`src/rtl/core/bsps_pkg.sv`:
```
// Shared types and constants of the bus servo packet scheduler.
`timescale 1ns / 1ps
`default_nettype none

package bsps_pkg;

   // Item kinds on the request channel.
   typedef enum logic [1:0] {
      CMD_REGISTER = 2'd0,
      CMD_UPDATE   = 2'd1,
      CMD_TICK     = 2'd2,
      CMD_NONE     = 2'd3
   } cmd_type;

   // Configuration register indexes.
   localparam logic [2:0] CSR_SERVO_ID_0    = 3'd0;
   localparam logic [2:0] CSR_SERVO_ID_1    = 3'd1;
   localparam logic [2:0] CSR_SERVO_ID_2    = 3'd2;
   localparam logic [2:0] CSR_SERVO_ID_3    = 3'd3;
   localparam logic [2:0] CSR_SEND_INTERVAL = 3'd4;
   localparam logic [2:0] CSR_REFRESH_INTV  = 3'd5;
   localparam logic [2:0] CSR_MOVE_CMD      = 3'd6;

   localparam int unsigned SERVO_IDS = 4;

   // Configuration reset values.
   localparam logic [15:0] SEND_INTERVAL_RESET = 16'd10;
   localparam logic [15:0] REFRESH_INTV_RESET  = 16'd500;
   localparam logic [7:0]  MOVE_CMD_RESET      = 8'd1;

   // Packet framing.
   localparam logic [7:0] HEADER_BYTE   = 8'h55;
   localparam logic [7:0] LOAD_CMD      = 8'd31;
   localparam logic [7:0] LOAD_PARAM    = 8'd1;
   localparam logic [7:0] LOAD_LEN      = 8'd4;
   localparam logic [7:0] MOVE_LEN      = 8'd7;
   localparam logic [3:0] LOAD_BYTES    = 4'd7;
   localparam logic [3:0] MOVE_BYTES    = 4'd10;

   // Depth of the job queue between front and back.
   localparam int unsigned QUEUE_DEPTH = 2;

   typedef struct packed {
      logic [1:0]  cmd;
      logic [1:0]  slot;
      logic [15:0] position;
      logic [15:0] move_time;
      logic        enabled;
      logic [31:0] now_ms;
   } req_type;

   typedef struct packed {
      logic [3:0] packet_bytes;
      logic [7:0] byte_0;
      logic [7:0] byte_1;
      logic [7:0] byte_2;
      logic [7:0] byte_3;
      logic [7:0] byte_4;
      logic [7:0] byte_5;
      logic [7:0] byte_6;
      logic [7:0] byte_7;
      logic [7:0] byte_8;
      logic [7:0] byte_9;
      logic       last_packet;
   } rsp_type;

   typedef struct packed {
      logic [SERVO_IDS-1:0][7:0] servo_id;
      logic [15:0]               send_interval;
      logic [15:0]               refresh_interval;
      logic [7:0]                move_cmd;
   } cfg_type;

   // One packet to be built by the back end.
   typedef struct packed {
      logic        is_load;
      logic [7:0]  servo_id;
      logic [15:0] position;
      logic [15:0] move_time;
      logic        last;
   } job_type;

   typedef enum logic [1:0] {
      ST_IDLE = 2'b01,
      ST_WALK = 2'b10
   } front_state_type;

endpackage

`default_nettype wire

```
`src/rtl/core/bsps_queue.sv`:
```
// Short job queue between the front and back ends.
`timescale 1ns / 1ps
`default_nettype none

module bsps_queue
   import bsps_pkg::*;
(
   input  wire logic    clock,
   input  wire logic    reset,
   input  wire logic    push,
   input  job_type      push_data,
   output logic         full,
   input  wire logic    pop,
   output job_type      pop_data,
   output logic         empty
);

   localparam int unsigned PTR_W = (QUEUE_DEPTH > 1) ? $clog2(QUEUE_DEPTH) : 1;
   localparam int unsigned CNT_W = $clog2(QUEUE_DEPTH + 1);

   job_type            mem_ff [QUEUE_DEPTH];
   logic [PTR_W-1:0]   wr_ptr_ff, wr_ptr_in;
   logic [PTR_W-1:0]   rd_ptr_ff, rd_ptr_in;
   logic [CNT_W-1:0]   count_ff, count_in;
   logic               do_push, do_pop;

   assign full     = (count_ff == CNT_W'(QUEUE_DEPTH));
   assign empty    = (count_ff == '0);
   assign do_push  = push && !full;
   assign do_pop   = pop && !empty;
   assign pop_data = mem_ff[rd_ptr_ff];

   // Pointer and fill count update, wrapping at the depth.
   always_comb begin
      wr_ptr_in = wr_ptr_ff;
      rd_ptr_in = rd_ptr_ff;
      count_in  = count_ff;
      if (do_push) begin
         wr_ptr_in = (wr_ptr_ff == PTR_W'(QUEUE_DEPTH - 1)) ? '0 : wr_ptr_ff + 1'b1;
      end
      if (do_pop) begin
         rd_ptr_in = (rd_ptr_ff == PTR_W'(QUEUE_DEPTH - 1)) ? '0 : rd_ptr_ff + 1'b1;
      end
      if (do_push && !do_pop) begin
         count_in = count_ff + 1'b1;
      end else if (do_pop && !do_push) begin
         count_in = count_ff - 1'b1;
      end
   end

   always_ff @(posedge clock) begin
      if (reset) begin
         wr_ptr_ff <= '0;
         rd_ptr_ff <= '0;
         count_ff  <= '0;
      end else begin
         wr_ptr_ff <= wr_ptr_in;
         rd_ptr_ff <= rd_ptr_in;
         count_ff  <= count_in;
      end
   end

   // Storage holds payload only.
   always_ff @(posedge clock) begin
      if (do_push) begin
         mem_ff[wr_ptr_ff] <= push_data;
      end
   end

   a_count_bound: assert property (@(posedge clock) disable iff (reset)
      count_ff <= CNT_W'(QUEUE_DEPTH))
      else $error("job queue count above depth");

endmodule

`default_nettype wire

```
`src/rtl/core/bsps_front.sv`:
```
// Front end: accepts items, keeps the slot table and issues packet jobs.
`timescale 1ns / 1ps
`default_nettype none

module bsps_front
   import bsps_pkg::*;
#(
   parameter int unsigned SLOTS = 4
)
(
   input  wire logic    clock,
   input  wire logic    reset,
   input  wire logic    req_push,
   input  req_type      req_data,
   output logic         req_full,
   input  cfg_type      cfg,
   output logic         job_push,
   output job_type      job_data,
   input  wire logic    job_full
);

   localparam int unsigned CNT_W = $clog2(SLOTS + 1);
   localparam int unsigned IDX_W = (SLOTS > 1) ? $clog2(SLOTS) : 1;

   front_state_type  state_ff, state_in;
   logic [CNT_W-1:0] slot_count_ff, slot_count_in;
   logic [CNT_W-1:0] idx_ff, idx_in;
   logic [CNT_W-1:0] end_ff, end_in;
   logic             refresh_ff, refresh_in;
   logic             phase_ff, phase_in;
   logic [31:0]      last_send_ff, last_send_in;
   logic [31:0]      last_refresh_ff, last_refresh_in;

   logic             enabled_ff [SLOTS];
   logic [15:0]      position_ff [SLOTS];
   logic [15:0]      move_time_ff [SLOTS];

   logic             accept;
   logic             tab_write;
   logic [IDX_W-1:0] tab_index;
   logic [31:0]      send_elapsed, refresh_elapsed;
   logic             send_due, refresh_due;
   logic             table_full;
   logic             later_enabled;
   logic [IDX_W-1:0] cur;

   assign req_full        = (state_ff != ST_IDLE);
   assign accept          = req_push && !req_full;
   assign table_full      = (slot_count_ff == CNT_W'(SLOTS));
   assign send_elapsed    = req_data.now_ms - last_send_ff;
   assign refresh_elapsed = req_data.now_ms - last_refresh_ff;
   assign send_due        = (send_elapsed >= {16'd0, cfg.send_interval});
   assign refresh_due     = (refresh_elapsed >= {16'd0, cfg.refresh_interval});
   assign cur             = idx_ff[IDX_W-1:0];

   // An enabled slot after the current one still owes a move packet.
   always_comb begin
      later_enabled = 1'b0;
      for (int j = 0; j < SLOTS; j++) begin
         if ((CNT_W'(j) > idx_ff) && (CNT_W'(j) < end_ff) && enabled_ff[j]) begin
            later_enabled = 1'b1;
         end
      end
   end

   // Item decode and the slot walk.
   always_comb begin
      state_in        = state_ff;
      slot_count_in   = slot_count_ff;
      idx_in          = idx_ff;
      end_in          = end_ff;
      refresh_in      = refresh_ff;
      phase_in        = phase_ff;
      last_send_in    = last_send_ff;
      last_refresh_in = last_refresh_ff;
      tab_write       = 1'b0;
      tab_index       = req_data.slot[IDX_W-1:0];
      job_push        = 1'b0;
      job_data.is_load  = 1'b0;
      job_data.servo_id = cfg.servo_id[2'(cur)];
      job_data.position = position_ff[cur];
      job_data.move_time = move_time_ff[cur];
      job_data.last     = 1'b0;
      case (state_ff)
         ST_IDLE: begin
            if (accept) begin
               case (cmd_type'(req_data.cmd))
                  CMD_REGISTER: begin
                     if (!table_full) begin
                        tab_write     = 1'b1;
                        tab_index     = slot_count_ff[IDX_W-1:0];
                        slot_count_in = slot_count_ff + 1'b1;
                        if (req_data.enabled) begin
                           idx_in     = slot_count_ff;
                           end_in     = slot_count_ff + 1'b1;
                           refresh_in = 1'b1;
                           phase_in   = 1'b0;
                           state_in   = ST_WALK;
                        end
                     end
                  end
                  CMD_UPDATE: begin
                     if (3'(req_data.slot) < 3'(slot_count_ff)) begin
                        tab_write = 1'b1;
                     end
                  end
                  CMD_TICK: begin
                     if (send_due) begin
                        last_send_in = req_data.now_ms;
                        if (refresh_due) begin
                           last_refresh_in = req_data.now_ms;
                        end
                        idx_in     = '0;
                        end_in     = slot_count_ff;
                        refresh_in = refresh_due;
                        phase_in   = 1'b0;
                        state_in   = ST_WALK;
                     end
                  end
                  default: begin
                  end
               endcase
            end
         end
         ST_WALK: begin
            if (idx_ff >= end_ff) begin
               state_in = ST_IDLE;
            end else if (!enabled_ff[cur]) begin
               idx_in = idx_ff + 1'b1;
            end else if (!job_full) begin
               job_push = 1'b1;
               if (refresh_ff && !phase_ff) begin
                  job_data.is_load = 1'b1;
                  phase_in         = 1'b1;
               end else begin
                  job_data.last = !later_enabled;
                  phase_in      = 1'b0;
                  idx_in        = idx_ff + 1'b1;
               end
            end
         end
         default: begin
            state_in = ST_IDLE;
         end
      endcase
   end

   always_ff @(posedge clock) begin
      if (reset) begin
         state_ff        <= ST_IDLE;
         slot_count_ff   <= '0;
         idx_ff          <= '0;
         end_ff          <= '0;
         refresh_ff      <= 1'b0;
         phase_ff        <= 1'b0;
         last_send_ff    <= '0;
         last_refresh_ff <= '0;
      end else begin
         state_ff        <= state_in;
         slot_count_ff   <= slot_count_in;
         idx_ff          <= idx_in;
         end_ff          <= end_in;
         refresh_ff      <= refresh_in;
         phase_ff        <= phase_in;
         last_send_ff    <= last_send_in;
         last_refresh_ff <= last_refresh_in;
      end
   end

   // Enable flags are cleared by reset; the rest of the table is payload.
   always_ff @(posedge clock) begin
      if (reset) begin
         for (int j = 0; j < SLOTS; j++) begin
            enabled_ff[j] <= 1'b0;
         end
      end else if (tab_write) begin
         enabled_ff[tab_index] <= req_data.enabled;
      end
   end

   always_ff @(posedge clock) begin
      if (tab_write) begin
         position_ff[tab_index]  <= req_data.position;
         move_time_ff[tab_index] <= req_data.move_time;
      end
   end

   a_idle_no_job: assert property (@(posedge clock) disable iff (reset)
      (state_ff == ST_IDLE) |-> !job_push)
      else $error("job issued while front end idle");

   a_walk_bound: assert property (@(posedge clock) disable iff (reset)
      (state_ff == ST_WALK) |-> (idx_ff <= end_ff) && (end_ff <= CNT_W'(SLOTS)))
      else $error("slot walk out of range");

   a_count_bound: assert property (@(posedge clock) disable iff (reset)
      slot_count_ff <= CNT_W'(SLOTS))
      else $error("slot count above capacity");

endmodule

`default_nettype wire

```
`src/rtl/core/bsps_back.sv`:
```
// Back end: turns jobs into framed packets in the result register.
`timescale 1ns / 1ps
`default_nettype none

module bsps_back
   import bsps_pkg::*;
(
   input  wire logic    clock,
   input  wire logic    reset,
   input  job_type      job_data,
   input  wire logic    job_empty,
   output logic         job_pop,
   input  cfg_type      cfg,
   output logic         rsp_empty,
   input  wire logic    rsp_pop,
   output rsp_type      rsp_data
);

   logic    valid_ff, valid_in;
   rsp_type rsp_ff, rsp_in;
   logic    room;
   logic [7:0] load_sum, move_sum;

   assign rsp_empty = !valid_ff;
   assign rsp_data  = rsp_ff;
   assign room      = !valid_ff || rsp_pop;
   assign job_pop   = room && !job_empty;

   // Checksums wrap at eight bits.
   assign load_sum = job_data.servo_id + LOAD_LEN + LOAD_CMD + LOAD_PARAM;
   assign move_sum = job_data.servo_id + MOVE_LEN + cfg.move_cmd
                   + job_data.position[7:0] + job_data.position[15:8]
                   + job_data.move_time[7:0] + job_data.move_time[15:8];

   // Packet framing for both packet kinds.
   always_comb begin
      rsp_in.byte_0      = HEADER_BYTE;
      rsp_in.byte_1      = HEADER_BYTE;
      rsp_in.byte_2      = job_data.servo_id;
      rsp_in.last_packet = job_data.last;
      if (job_data.is_load) begin
         rsp_in.packet_bytes = LOAD_BYTES;
         rsp_in.byte_3       = LOAD_LEN;
         rsp_in.byte_4       = LOAD_CMD;
         rsp_in.byte_5       = LOAD_PARAM;
         rsp_in.byte_6       = ~load_sum;
         rsp_in.byte_7       = 8'd0;
         rsp_in.byte_8       = 8'd0;
         rsp_in.byte_9       = 8'd0;
      end else begin
         rsp_in.packet_bytes = MOVE_BYTES;
         rsp_in.byte_3       = MOVE_LEN;
         rsp_in.byte_4       = cfg.move_cmd;
         rsp_in.byte_5       = job_data.position[7:0];
         rsp_in.byte_6       = job_data.position[15:8];
         rsp_in.byte_7       = job_data.move_time[7:0];
         rsp_in.byte_8       = job_data.move_time[15:8];
         rsp_in.byte_9       = ~move_sum;
      end
   end

   always_comb begin
      if (job_pop) begin
         valid_in = 1'b1;
      end else if (rsp_pop) begin
         valid_in = 1'b0;
      end else begin
         valid_in = valid_ff;
      end
   end

   always_ff @(posedge clock) begin
      if (reset) begin
         valid_ff <= 1'b0;
      end else begin
         valid_ff <= valid_in;
      end
   end

   always_ff @(posedge clock) begin
      if (job_pop) begin
         rsp_ff <= rsp_in;
      end
   end

endmodule

`default_nettype wire

```
`src/rtl/core/bus_servo_packet_scheduler.sv`:
```
// Top level of the bus servo packet scheduler.
//
//   channel  | direction | handshake            | word
//   req_     | in        | req_push / req_full  | req_type item
//   rsp_     | out       | rsp_pop / rsp_empty  | rsp_type packet
//   csr_     | in        | csr_valid/csr_ready  | index and data
//
// Register and update items are taken at once; a registration of an
// enabled slot then holds the input while its two jobs, a load and a move,
// are issued. A sending tick holds the input while the front end walks the
// table, issuing packets and stepping past stopped slots. Packets leave at
// one per cycle while rsp_pop is held, through a two-word job queue and the
// result register; a stalled rsp_pop backs up into the walk, then the input.
// Reset is synchronous and clears the slot count and enable flags at once;
// there is no clearing pass.
`timescale 1ns / 1ps
`default_nettype none

module bus_servo_packet_scheduler
   import bsps_pkg::*;
#(
   parameter int unsigned SLOTS = 4
)
(
   input  wire logic        clock,
   input  wire logic        reset,
   input  wire logic        req_push,
   input  req_type          req_data,
   output logic             req_full,
   output logic             rsp_empty,
   input  wire logic        rsp_pop,
   output rsp_type          rsp_data,
   input  wire logic        csr_valid,
   output logic             csr_ready,
   input  wire logic [2:0]  csr_index,
   input  wire logic [15:0] csr_wdata
);

   cfg_type cfg_ff, cfg_in;
   job_type q_in_data, q_out_data;
   logic    q_push, q_full, q_pop, q_empty;

   assign csr_ready = 1'b1;

   // Configuration register writes; indexes past the list are dropped.
   always_comb begin
      cfg_in = cfg_ff;
      if (csr_valid && csr_ready) begin
         case (csr_index)
            CSR_SERVO_ID_0:    cfg_in.servo_id[0]      = csr_wdata[7:0];
            CSR_SERVO_ID_1:    cfg_in.servo_id[1]      = csr_wdata[7:0];
            CSR_SERVO_ID_2:    cfg_in.servo_id[2]      = csr_wdata[7:0];
            CSR_SERVO_ID_3:    cfg_in.servo_id[3]      = csr_wdata[7:0];
            CSR_SEND_INTERVAL: cfg_in.send_interval    = csr_wdata;
            CSR_REFRESH_INTV:  cfg_in.refresh_interval = csr_wdata;
            CSR_MOVE_CMD:      cfg_in.move_cmd         = csr_wdata[7:0];
            default: begin
            end
         endcase
      end
   end

   always_ff @(posedge clock) begin
      if (reset) begin
         cfg_ff.servo_id         <= '0;
         cfg_ff.send_interval    <= SEND_INTERVAL_RESET;
         cfg_ff.refresh_interval <= REFRESH_INTV_RESET;
         cfg_ff.move_cmd         <= MOVE_CMD_RESET;
      end else begin
         cfg_ff <= cfg_in;
      end
   end

   bsps_front #(
      .SLOTS (SLOTS)
   ) u_front (
      .clock    (clock),
      .reset    (reset),
      .req_push (req_push),
      .req_data (req_data),
      .req_full (req_full),
      .cfg      (cfg_ff),
      .job_push (q_push),
      .job_data (q_in_data),
      .job_full (q_full)
   );

   bsps_queue u_queue (
      .clock     (clock),
      .reset     (reset),
      .push      (q_push),
      .push_data (q_in_data),
      .full      (q_full),
      .pop       (q_pop),
      .pop_data  (q_out_data),
      .empty     (q_empty)
   );

   bsps_back u_back (
      .clock     (clock),
      .reset     (reset),
      .job_data  (q_out_data),
      .job_empty (q_empty),
      .job_pop   (q_pop),
      .cfg       (cfg_ff),
      .rsp_empty (rsp_empty),
      .rsp_pop   (rsp_pop),
      .rsp_data  (rsp_data)
   );

endmodule

`default_nettype wire

```
`config.mk`:
```
export PLATFORM = sky130hd
export DESIGN_NAME = bus_servo_packet_scheduler
export DESIGN_NICKNAME = d
export VERILOG_FILES = /design/src/rtl/core/bsps_pkg.sv /design/src/rtl/core/bsps_queue.sv /design/src/rtl/core/bsps_front.sv /design/src/rtl/core/bsps_back.sv /design/src/rtl/core/bus_servo_packet_scheduler.sv
export SDC_FILE = /design/constraint.sdc
export NUM_CORES = 1
export LEC_CHECK = 0
export BUFFER_PORTS_ARGS = -buffer_cell sky130_fd_sc_hd__buf_2
export CAP_MARGIN = 20
export CELL_PAD_IN_SITES_DETAIL_PLACEMENT = 1
export CELL_PAD_IN_SITES_GLOBAL_PLACEMENT = 2
export CORE_MARGIN = 3
export CORE_UTILIZATION = 36
export DETAILED_ROUTE_END_ITERATION = 6
export PLACE_DENSITY = 0.73
export SLEW_MARGIN = 20
export SYNTH_ARGS = -nofsm -noshare
export SYNTH_HDL_FRONTEND = slang
export SYNTH_SLANG_ARGS = --single-unit
```
`constraint.sdc`:
```
create_clock -name clock -period 5.3 [get_ports clock]
set_clock_uncertainty 0.2 [all_clocks]
set_input_delay 0.265 -clock clock [delete_from_list [all_inputs] [get_ports clock]]
set_output_delay 0.265 -clock clock [all_outputs]
set_load 0.05 [all_outputs]
```
# Word level (Yosys, flattened, before mapping)
# Memories as Yosys holds them, arrays and structs flattened. A register that Yosys moved wholly into a read port is not among the register bits.
# Cells that the tools add are included.
dict set report classes {
  add_sub_neg 17
  order_cmp 13
  n_eq_ne 27
  n_mux 90
  bitwise 3
  reduce_logical 46
}
# operator n
set ops {}
lappend ops {{$ge A32 B16 Y1} 2}
lappend ops {{$sub A32 B32 Y32} 2}
lappend ops {{$mux W50} 1}
lappend ops {{$mux W1} 48}
lappend ops {{$add A8 B8 Y8} 5}
lappend ops {{$mux W2} 18}
lappend ops {{$mux W3} 11}
lappend ops {{$pmux W3 S2} 3}
lappend ops {{$reduce_and A9 Y1} 2}
lappend ops {{$add A8 B3 Y8 const B} 2}
lappend ops {{$bmux W8 S2} 1}
lappend ops {{$not A8 Y8} 2}
lappend ops {{$logic_and A1 B1 Y1} 15}
lappend ops {{$ne A3 B3 Y1 const B} 5}
lappend ops {{$reduce_and A2 Y1} 7}
lappend ops {{$eq A3 B3 Y1 const B} 4}
lappend ops {{$reduce_and A6 Y1} 2}
lappend ops {{$ne A2 B1 Y1 const B} 5}
lappend ops {{$add A8 B1 Y8 const B} 1}
lappend ops {{$add A8 B5 Y8 const B} 1}
lappend ops {{$logic_not A1 Y1} 8}
lappend ops {{$mux W8} 1}
lappend ops {{$ne A2 B2 Y1 const B} 4}
lappend ops {{$pmux W1 S2} 4}
lappend ops {{other kinds (26)} 42}
dict set report word_totals {
  reg_bits 223
  ram_bits 216
  inputBits 93
  out_inout_bits 88
  mem_count 4
}
# memory depth width read_ports rd_ports_with_merged_regs wr line
set memory_table {}
lappend memory_table {u_queue.mem_ff 2 42 1 1 1 bsps_queue.sv:21} ;# job_type mem_ff [QUEUE_DEPTH];
lappend memory_table {u_front.move_time_ff 4 16 1 1 1 bsps_front.sv:36} ;# logic [15:0] move_time_ff [SLOTS];
lappend memory_table {u_front.position_ff 4 16 1 1 1 bsps_front.sv:35} ;# logic [15:0] position_ff [SLOTS];
lappend memory_table {u_front.enabled_ff 4 1 5 1 4 bsps_front.sv:34} ;# logic enabled_ff [SLOTS];

# Logic depth before layout (Yosys ltp)
# Gate-level depths: netlist of the first run.
dict set report depth {
  depth_word 13
  depth_mapped 23
}

# By module
# From an unflattened synthesis of the first run, not the netlist that was laid out.
dict set report unflattened {
  cells_unflattened 2063
  area_unflattened_um2 23114.7
}
# mod n_inst cells_per_inst area_per_inst_um2
set by_module_without_submodules {}
lappend by_module_without_submodules {bsps_front 1 1359 13482.9}
lappend by_module_without_submodules {bsps_back 1 277 3478.3}
lappend by_module_without_submodules {bsps_queue 1 156 3238.1}
lappend by_module_without_submodules {bus_servo_packet_scheduler 1 271 2915.3}

# Least setup slack after synthesis of the first run
# No wires, ideal clock.
dict set report synth_timing {
  path_type {register -> register}
  start {reg (tool-made name)}
  end {reg u_back.rsp_ff, in the netlist u_back.rsp_data[8], data pin}
  setup_time_ns 0.266
  arrival_ns 5.312
  slack_ns -0.478
  stages_incl_launch_ff 20
  n_path_buf 4
  period_less_slack_ns 5.778
  path_cell_list {dfxtp_1 > clkbuf_1 > buf_1 > clkbuf_1 > buf_1 > mux2i_1 > fa_1 > fa_1 > inv_1 > fa_1 > fa_1 > inv_1 > fa_1 > inv_1 > a21o_1 > a21oi_1 > o21bai_1 > a21oi_1 > xnor2_1 > nor2_1}
}
# item line
set synth_lines {}
lappend synth_lines {{to (signal assigned)} bsps_back.sv:82} ;# rsp_ff <= rsp_in;
lappend synth_lines {{to (decl)} bsps_back.sv:20} ;# rsp_type rsp_ff, rsp_in;

# Final worst setup path of the first run
dict set report layout_timing {
  start {in req_data[0] in the netlist's numbering}
  end {reg u_front.last_refresh_ff[0]}
}
dict set report layout_via {
  elab_chain_cells 3
  elab_cells_between_ends 5
  cone_classes {2 x add/sub; 2 x order compare; 1 x reduce/logical}
}
# item line
set layout_lines {}
lappend layout_lines {{from (decl)} bus_servo_packet_scheduler.sv:28} ;# input req_type req_data,
lappend layout_lines {{$sub A32 B32 Y32 (on tied branches)} {bsps_front.sv:51, bsps_front.sv:50}}
lappend layout_lines {{$ge A32 B16 Y1 (on tied branches)} {bsps_front.sv:53, bsps_front.sv:52}}
lappend layout_lines {{$reduce_and A5 Y1 (no source line)} n/a}
lappend layout_lines {{to (signal assigned)} bsps_front.sv:166} ;# last_refresh_ff <= last_refresh_in;
lappend layout_lines {{to (decl)} bsps_front.sv:32} ;# logic [31:0] last_refresh_ff, last_refresh_in;
# Parallel ways exist; a longest one is shown, timed or not.
# A chain may end at the register's enable or synchronous reset.

==> qor.yml, run 1 <==
maxSlewHeadroom: 0.430
hold_path_depth: 4
rsz0062_at_grt: "no"
most-common-layout-cells: "edfxtp_1 (275), nand2_1 (225), a21oi_1 (194)"
io_pins: 181
final_common_cell: "edfxtp_1"
place_ws_ns: 0.175
worst_pin_slew_ns: 0.855
port_buffers: 156
first_pass_iters: 5
ys_types: 76
grt_antenna_before_repair: 1
rr_worst_depth: 15
areaGrowthSynthToFinish_pct: 18.3
yosys.area.top_type: "edfxtp_1"
multi_input_area_sq_um: 10300
worstHoldEndpoint: "u_front.end_ff[0]"
track_usage: 0.190
max_freq_mhz: 201
reg2reg_slack_ns: 0.33
ys_seq_area_frac: 0.504
synth.avg_cell_area_sq_um: 10.8
drt_iter0_markers: 959
maxCapViolCount: 0
postCtsSetupBuffers: 0
place_congestion: 0.817
layout-drive-gt1-share: 0.149
required_ns: 5.54
synth-seq-cells: 432
ys.flop_type: "edfxtp_1"
setup_viol: 0
grt_overflow: 0
start_util: 0.365
cts-htree-levels: 2
startpoint_type: "primary input"
finalWirelength_um: 63100
hold_viol_final: 0
clock_path_buffers: 3
core_area_sq_um: 61900
first_global_vias: 17100
critPathArrivalTime_ns: 5.22
yosys_warnings: 0
syn-instance-count: 2090
final_nets: 2562
hold_class: "in2reg"
peakVddDrop_mv: 0.361
insertion_delay_ns: 0.59
antenna_cells: 0
critPathKind: "in2reg"
dieArea_sq_um: 65900
dieHeight_um: 257
cts_sinks: 432
status: "completed"
drc: 0
wl_per_cell_um: 19.8
synth_top_area_frac: 0.365
cts_buffers: 49
cts_tree: "done"
num_vias: 16400
synth_area_leaders: "edfxtp_1 (37%), dfxtp_1 (14%), ha_1 (6.7%), a21oi_1 (4.3%), mux4_2 (4.1%)"
rows: 91
synth_edf_count: 275
fin_ws_ns: 0.321
period_minus_slack_ns: 4.98
period_share: 0.940
seq_area_sq_um: 11400
die_w_um: 257
async_reset_ff_frac: 0
detail_route.vias_per_cell: 5.14
cp_max_fo: 32
maxSlewViolCount: 0
leakagePower_nw: 9.68
grt_pass1_wl_um: 99400
cts_root_buf: "clkbuf_16"
synthesis.area_sq_um: 22600
p_per_area_nw_per_um2: 405
end_kind: "flip-flop"
worstHoldStart: "req_data[68]"
worst_r2r_endpoint: "u_back.rsp_data[8]"
clkTransAtPathRegs_ns: 0.06
detail-route-antenna-nets: 0
grt_max_degree: 113
fill_cells: 6878
fin_setup_tns_ns: 0
dp_hpwl_um: 45900
==> cell families after synthesis <==
| logic type | count (synthesis) | synth area share |
|---|---|---|
| and+or+nand+nor | 608 | 0.131 |
| xor gates and xnor gates | 68 | 0.0263 |
| muxes | 119 | 0.0765 |
| AOI/OAI and AO/OA | 449 | 0.121 |
| adders and majority gates | 149 | 0.0914 |
| other | 2 | 0.000332 |
| DFF | 432 | 0.504 |
| buffers and inverters | 263 | 0.0498 |
==> synthesized netlist by cell type, drive strengths merged (4+ instances only) <==
cell type and n:
and3 10, dfxtp 157, nor2b 12, or2 7, buf 50, edfxtp 275, mux2i 56, mux4 41
a21o 38, nor4 4, nand3 52, nand3b 9, a21boi 6, nor2 101, o211ai 23, clkbuf 58
or3 16, xnor2 45, xor2 23, and2 22, nand2 225, o21ai 86, nand2b 81, a21oi 198
nand4 25, o21bai 9, mux2 22, a221oi 5, o2111ai 5, or4 5, fa 27, o21a 17
a31oi 12, a211oi 14, nor3 25, inv 155, o31ai 4, ha 122
==> state kept, by name, indices dropped and copies added (netlist names), named ones only <==
register and flops:
u_back.valid_ff 1, u_queue.rd_ptr_ff 1, u_front.end_ff 3, u_front.phase_ff 1, u_back.rsp_data 59, cfg_ff 72
u_front.idx_ff 3, u_front.enabled_ff 4, u_front.move_time_ff 64, u_queue.wr_ptr_ff 1, u_queue.count_ff 2, u_front.position_ff 64
u_front.slot_count_ff 3, u_front.last_refresh_ff 32, u_front.state_ff 2, u_queue.mem_ff 84, u_front.refresh_ff 1, u_front.last_send_ff 32
==> final cells by class <==
cell class                 count  share of cell area
tap                          837              0.0391
timing repair buffer         265              0.0683
inverter                     155              0.0217
sequential                   432               0.426
clock buffer                  57              0.0477
multi-input combinational   1417               0.383
clock inverter                33              0.0137
==> what timing repair did <==
item | CTS | global route
hold buffers | 84 | 0
resized for setup | 0 | 3
setup endpoints to repair | 0 | 32
hold endpoints to repair | 269 | 0
==> worst max path at each step <==
stage	start	to	slack (ns)	cells after the start
after floorplan	flip-flop	u_back.rsp_data[8]	0.001	19
after global placement	req_data[0]	u_front.last_refresh_ff[31]	0.29	24
after detailed placement	req_data[0]	u_front.last_refresh_ff[11]	0.18	24
after CTS	req_data[0]	u_front.last_refresh_ff[0]	0.19	25
after global routing	req_data[0]	u_front.last_refresh_ff[0]	0.01	25
final	req_data[0]	u_front.last_refresh_ff[0]	0.32	25
==> metrics by stage <==
step | power (mW) | hold slack [ns] | area, sq um | util | cells
floorplan | 6.57 | 0.164 | 22700 | - | 2112
finish | 10.8 | 0.0763 | 26800 | 0.432 | 3196
detailed placement | 7.41 | 0.248 | 24200 | 0.391 | 3022
global placement | 7.31 | 0.240 | 24200 | 0.391 | 3022
global route | 11.5 | 0.0976 | 26800 | 0.432 | 3196
CTS | 11.0 | 0.0227 | 26700 | 0.432 | 3196
==> critical path: stages <==
cell and delay [ns]:
dlygate4sd3_1 0.56, buf_2 0.15, inv_1 0.08, ha_1 0.17, inv_1 0.06, fa_1 0.41
a21o_1 0.22, a221oi_4 0.36, o21bai_1 0.11, a21oi_1 0.22, nor2b_1 0.10, a21o_1 0.19
a21o_1 0.18, a21oi_1 0.17, xnor2_1 0.14, ha_1 0.26, a21o_1 0.16, a32oi_1 0.14
o211ai_1 0.11, a21oi_1 0.18, nand4_1 0.17, nor4_4 0.34, nor3_4 0.05, buf_6 0.24
mux2i_1 0.16
==> metal layers <==
| layer | GRT usage | vias to the layer above | wire [um] |
|---|---|---|---|
| li1 | - | 7907 | - |
| met1 | 0.268 | 8192 | 29600 |
| met2 | 0.314 | 272 | 30300 |
| met3 | 0.0247 | 67 | 2340 |
| met4 | 0.0381 | 0 | 941 |
| met5 | 0 | - | 0 |
==> power breakdown <==
group	leakage [nW]	internal, mW	switching (mW)	total, mW
Combinational	5.10	1.16	2.17	3.32
Sequential	3.78	3.91	0.127	4.04
Clock	0.806	2.04	1.45	3.48
No activity file was read; power rests on OpenSTA's default activity.
==> run 2: changes to the inputs <==
CORE_UTILIZATION = 40   (was 36)
PLACE_DENSITY = 0.77   (was 0.73)
SLEW_MARGIN = not set   (was 20)
clock period = 5.25 ns   (was 5.3 ns; I/O delays follow)
==> run 2 against run 1 <==
  * Via count rose by 0.23%
  * Final area fell by 0.26%
  * Non-clock buffer count rose by 5
  * Hold slack got worse by 0.049 ns
  * Sequential share of layout area rose by 0.11 points
  * Die area fell by 9.8%
  * Routed wire length rose by 0.36%
  * Combinational power rose by 2%
  * Global-route usage rose by 2.2 points
  * Utilization rose by 4.9 points
  * Sequential cell count did not move
  * Critical endpoint is now u_front.last_refresh_ff[5]
  * Highest routed layer unchanged
==> qor.yml, run 2 (synthesized netlist as in run 1, its figures left out) <==
status: "completed"  # unchanged
hold_class: "in2reg"  # unchanged
most-common-layout-cells: "edfxtp_1 (275), nand2_1 (225), a21oi_1 (192)"  # was edfxtp_1 (275), nand2_1 (225), a21oi_1 (194)
cp_max_fo: 17  # was 32
crit_top_cell: "a21o_1"  # unchanged
port_buffers: 156  # unchanged
holdWs_ns: 0.0268  # was 0.0763 ns
place_congestion: 0.857  # was 0.817
track_usage: 0.211  # was 0.190
critPathArrivalTime_ns: 5.12  # was 5.22 ns
dieArea_sq_um: 59400  # was 65900 sq um
rsz0062_at_grt: "no"  # unchanged
leakagePower_nw: 9.69  # was 9.68 nW
fill_cells: 6113  # was 6878
hold_viol_final: 0  # unchanged
largestRegisters: "u_queue.mem_ff: 84 flops, cfg_ff: 72 flops"  # unchanged
grt_antenna_before_repair: 2  # was 1
multi_input_area_sq_um: 10200  # was 10300 sq um
fin_setup_tns_ns: 0  # unchanged
peakVddDrop_mv: 0.283  # was 0.361 mV
cp_slowest_stage_delay_ns: 0.54  # was 0.56 ns
drc: 0  # unchanged
first_global_vias: 17000  # was 17100
critPathKind: "in2reg"  # unchanged
final_nets: 2567  # was 2562
cts_tree: "done"  # unchanged
cts_sinks: 432  # unchanged
die_w_um: 244  # was 257 um
clkTransAtPathRegs_ns: 0.06  # about the same
grt_pass1_wl_um: 99200  # was 99400 um
areaGrowthSynthToFinish_pct: 18.0  # was 18.3%
cts_buffers: 49  # unchanged
period_minus_slack_ns: 4.86
end_kind: "flip-flop"  # unchanged
dp_hpwl_um: 45700  # was 45900 um
detail-route-antenna-nets: 0  # unchanged
rows: 86  # was 91
required_ns: 5.51  # was 5.54 ns
startpoint_type: "primary input"  # unchanged
seq_area_sq_um: 11400  # unchanged
dieHeight_um: 244  # was 257 um
setup_viol: 0  # unchanged
max_freq_mhz: 206
final_common_cell: "edfxtp_1"  # unchanged
drt_iter0_markers: 918  # was 959
clock_path_buffers: 3  # unchanged
crit_slowest_cell: "dlygate4sd3_1"  # unchanged
period_share: 0.925
grt_max_degree: 117  # was 113
maxCapViolCount: 0  # unchanged
grt_overflow: 0  # unchanged
core_area_sq_um: 55500  # was 61900 sq um
worst_pin_slew_ns: 1.05  # was 0.855 ns
cts-htree-levels: 2  # unchanged
maxSlewHeadroom: 0.302  # was 0.430
num_vias: 16500  # was 16400
wl_per_cell_um: 20.3  # was 19.8 um
start_util: 0.407  # was 0.365
first_pass_iters: 5  # unchanged
layout-drive-gt1-share: 0.149  # about the same
finalWirelength_um: 63400  # was 63100 um
postCtsSetupBuffers: 0  # unchanged
maxSlewViolCount: 0  # unchanged
largest_reg_flops: 84  # unchanged
cts_root_buf: "clkbuf_16"  # unchanged
largest_register: "u_queue.mem_ff"  # unchanged
p_per_area_nw_per_um2: 408  # was 405 nW/um^2
detail_route.vias_per_cell: 5.29  # was 5.14
io_pins: 181  # unchanged
insertion_delay_ns: 0.59  # about the same
[run 2: cell count changes in the layout (fill, tap and decap cells not counted), sizes merged]
cell	delta
clkbuf	+8
clkinv	-6
buf	+4
bufinv	-2
diode	+2
inv	+2
[run 2: layout make-up]
cell class	instances	area share
clock inverters	27	0.0118
well taps	748	0.0351
clock buffers	64	0.0499
diodes	2	0.000188
flip-flops and latches	432	0.427
multi-input cells	1417	0.384
repair buffers	270	0.0699
inverters	155	0.0218
[run 2: repair_timing]
item	4_1_cts	5_1_grt
hold buffers	82	2
resized for setup	0	4
setup endpoints to repair	0	35
endpoints found under the hold margin	269	1
[run 2: worst max-delay path, delay by kind of cell]
kind | cells | cell delay [ns]
AO/OA/AOI/OAI | 11 | 1.98
buffers and inverters | 5 | 1.09
adder cells (fa/ha/maj) | 3 | 0.82
AND/OR/NAND/NOR | 4 | 0.63
multiplexers | 1 | 0.15
XOR/XNOR | 1 | 0.14
[run 2: per-stage QoR]
step	cell area (sq um)	utilization	setup WS, ns	std cells	power [mW]
after floorplan	22700	-	0.0149	2112	6.64
final	26700	0.481	0.395	3115	10.9
after global routing	26700	0.481	0.0755	3114	11.5
after global placement	24100	0.434	0.368	2934	7.34
after detailed placement	24100	0.434	0.260	2934	7.46
after CTS	26600	0.479	0.330	3107	11.0
[run 2: metal layers]
layer	track usage	routed length, um
met3	0.0270	2370
met5	0	0
met4	0.0451	1110
met1	0.303	30400
met2	0.344	29500
[run 2: worst paths after layout]
path	end	startpoint	slack [ns]	cells after the start
worst min register to register	cfg_ff[50]	cfg_ff[50]	0.26	2
worst min-delay path	cfg_ff[17]	csr_index[0]	0.03	5
worst max-delay path	u_front.last_refresh_ff[5]	req_data[0]	0.39	25
worst max register to register	u_back.rsp_data[8]	flip-flop	0.42	16
[run 2: where the power goes]
part / switching, mW / internal, mW / total (mW) / leakage [nW]
Clock: 1.45 / 2.01 / 3.47 / 0.794
Sequential: 0.104 / 3.95 / 4.05 / 3.78
Combinational: 2.20 / 1.17 / 3.37 / 5.12
==> run 3: changes to the inputs <==
PLACE_DENSITY = not set   (was 0.77)
PLACE_DENSITY_LB_ADDON = 0.1   (was not set)
SLEW_MARGIN = 30   (was not set)
==> run 3 against run 2 <==
  * Combinational power about the same
  * Setup slack got worse by 0.041 ns
  * Global-route usage increased by 0.41 points
  * Via count increased by 0.46%
  * Non-clock buffer count decreased by 3
  * Critical path depth unchanged
  * Register-to-register slack got worse by 0.04 ns
  * Sequential share of layout area decreased by 0.23 points
  * Utilization increased by 0.26 points
  * Final area increased by 0.55%
  * Largest cell class unchanged
==> qor.yml, run 3 (synthesized netlist as in run 1, its figures left out) <==
dieHeight_um: 244  # unchanged
worst_pin_slew_ns: 0.844  # was 1.05 ns
start_util: 0.407  # unchanged
wl_met3_um: 2040  # was 2370 um
detail_route.vias_per_cell: 5.32  # was 5.29
die_w_um: 244  # unchanged
setup_viol: 0  # unchanged
status: "completed"  # unchanged
most-common-layout-cells: "edfxtp_1 (275), nand2_1 (225), a21oi_1 (193)"  # was edfxtp_1 (275), nand2_1 (225), a21oi_1 (192)
insertion_delay_ns: 0.60  # was 0.59 ns
worst_r2r_endpoint: "u_back.rsp_data[8]"  # unchanged
largestRegisters: "u_queue.mem_ff: 84 flops, cfg_ff: 72 flops"  # unchanged
fin_setup_tns_ns: 0  # unchanged
first_pass_iters: 5  # unchanged
hold_class: "in2reg"  # unchanged
wl_per_cell_um: 20.6  # was 20.3 um
place_congestion: 0.828  # was 0.857
maxCapViolCount: 0  # unchanged
required_ns: 5.48  # was 5.51 ns
crit_slowest_cell: "dlygate4sd3_1"  # unchanged
leakagePower_nw: 9.76  # was 9.69 nW
worstHoldEndpoint: "cfg_ff[42]"  # was cfg_ff[17]
rsz0062_at_grt: "no"  # unchanged
final_common_cell: "edfxtp_1"  # unchanged
track_usage: 0.215  # was 0.211
p_per_area_nw_per_um2: 412  # was 408 nW/um^2
grt_max_degree: 111  # was 117
detail-route-antenna-nets: 0  # unchanged
topRoutingLayerUsed: "met4"  # unchanged
maxSlewHeadroom: 0.437  # was 0.302
layout-drive-gt1-share: 0.150  # was 0.149
dieArea_sq_um: 59400  # unchanged
clock_path_buffers: 3  # unchanged
port_buffers: 156  # unchanged
met2_length_um: 30700  # was 29500 um
core_area_sq_um: 55500  # unchanged
finalWirelength_um: 64100  # was 63400 um
drt_iter0_markers: 989  # was 918
cts_sinks: 432  # unchanged
cp_max_fo: 32  # was 17
multi_input_area_sq_um: 10300  # was 10200 sq um
seq_area_sq_um: 11400  # unchanged
max_freq_mhz: 204  # was 206 MHz
fill_cells: 6025  # was 6113
crit_top_cell: "a21o_1"  # unchanged
cts_tree: "done"  # unchanged
wl_met1_um: 30400  # about the same
largest_reg_flops: 84  # unchanged
cts_root_buf: "clkbuf_16"  # unchanged
num_vias: 16600  # was 16500
worstHoldStart: "csr_valid"  # was csr_index[0]
reg2reg_slack_ns: 0.38  # was 0.42 ns
io_pins: 181  # unchanged
cts-htree-levels: 2  # unchanged
dp_hpwl_um: 47000  # was 45700 um
first_global_vias: 17300  # was 17000
hold_viol_final: 0  # unchanged
grt_pass1_wl_um: 100000  # was 99200 um
total_power_mw: 11.1  # was 10.9 mW
drc: 0  # unchanged
critPathKind: "in2reg"  # unchanged
grt_overflow: 0  # unchanged
rows: 86  # unchanged
peakVddDrop_mv: 0.341  # was 0.283 mV
largest_register: "u_queue.mem_ff"  # unchanged
cts_buffers: 47  # was 49
end_kind: "flip-flop"  # unchanged
final_nets: 2562  # was 2567
period_minus_slack_ns: 4.90  # was 4.86 ns
critPathArrivalTime_ns: 5.12  # about the same
areaGrowthSynthToFinish_pct: 18.6  # was 18.0%
rr_worst_depth: 15  # was 16
maxSlewViolCount: 0  # unchanged
clkTransAtPathRegs_ns: 0.06  # about the same
period_share: 0.933  # was 0.925
cp_slowest_stage_delay_ns: 0.53  # was 0.54 ns
hold_path_depth: 5  # unchanged
grt_antenna_before_repair: 5  # was 2
startpoint_type: "primary input"  # unchanged
run 3: cell types whose count changed in the layout (fill, tap and decap cells not counted), sizes merged:
cell	previous run	this run
bufinv	4	9
clkbuf	65	62
diode	2	3
dlygate4sd3	84	85
clkinv	15	16
clkinvlp	3	0
inv	160	156
buf	185	182
run 3: layout make-up:
class                   instances  area share
diodes                          3    0.000280
clock buffers                  62      0.0498
clock inverters                26      0.0146
inverters                     155      0.0217
multi-input cells            1417       0.382
flip-flops and latches        432       0.425
well taps                     748      0.0349
repair buffers                267      0.0715
run 3: stage by stage:
step / util / instances / hold slack, ns / area (sq um) / setup WS [ns]
6_report: 0.483 / 3110 / 0.0679 / 26800 / 0.354
3_3_place_gp: 0.435 / 2931 / 0.239 / 24100 / 0.250
5_1_grt: 0.483 / 3110 / 0.0764 / 26800 / 0.0180
2_1_floorplan: - / 2112 / 0.161 / 22700 / 0.0149
3_5_place_dp: 0.436 / 2934 / 0.248 / 24200 / 0.139
4_1_cts: 0.483 / 3107 / 0.0267 / 26800 / 0.166
run 3: worst max path at each step:
stage	end	depth (start not counted)	slack, ns	start
after floorplan	u_queue.mem_ff[0][0]	8	0.01	u_front.idx_ff[0]
after CTS	u_front.last_refresh_ff[4]	25	0.17	req_data[0]
final	u_front.last_refresh_ff[4]	25	0.35	req_data[0]
after global routing	u_front.last_refresh_ff[6]	25	0.02	req_data[0]
after global placement	u_front.last_refresh_ff[0]	24	0.25	req_data[0]
after detailed placement	u_front.last_refresh_ff[4]	24	0.14	req_data[0]
run 3: timing repair:
item / CTS / global route
endpoints found under the hold margin: 269 / 0
buffers inserted: 0 / 0
setup endpoints to repair: 0 / 32
resized for setup: 0 / 3
hold buffers: 85 / 0
run 3: power breakdown:
group / leakage [nW] / switching (mW) / internal (mW)
Clock: 0.855 / 1.42 / 2.24
Combinational: 5.13 / 2.18 / 1.16
Sequential: 3.78 / 0.109 / 3.95
run 3: routing by layer:
| metal | vias to the layer above | global-route usage |
|---|---|---|
| li1 | 7907 | - |
| met1 | 8314 | 0.305 |
| met2 | 267 | 0.358 |
| met3 | 63 | 0.0255 |
| met4 | 0 | 0.0444 |
| met5 | - | 0 |
run 3: worst max-delay path: cells and delay by family:
kind	cells	cell delay, ns
buf+inv	5	1.06
mux	1	0.18
simple gates	4	0.66
compound gates	11	1.95
xor+xnor	1	0.14
fa+ha+maj	3	0.85
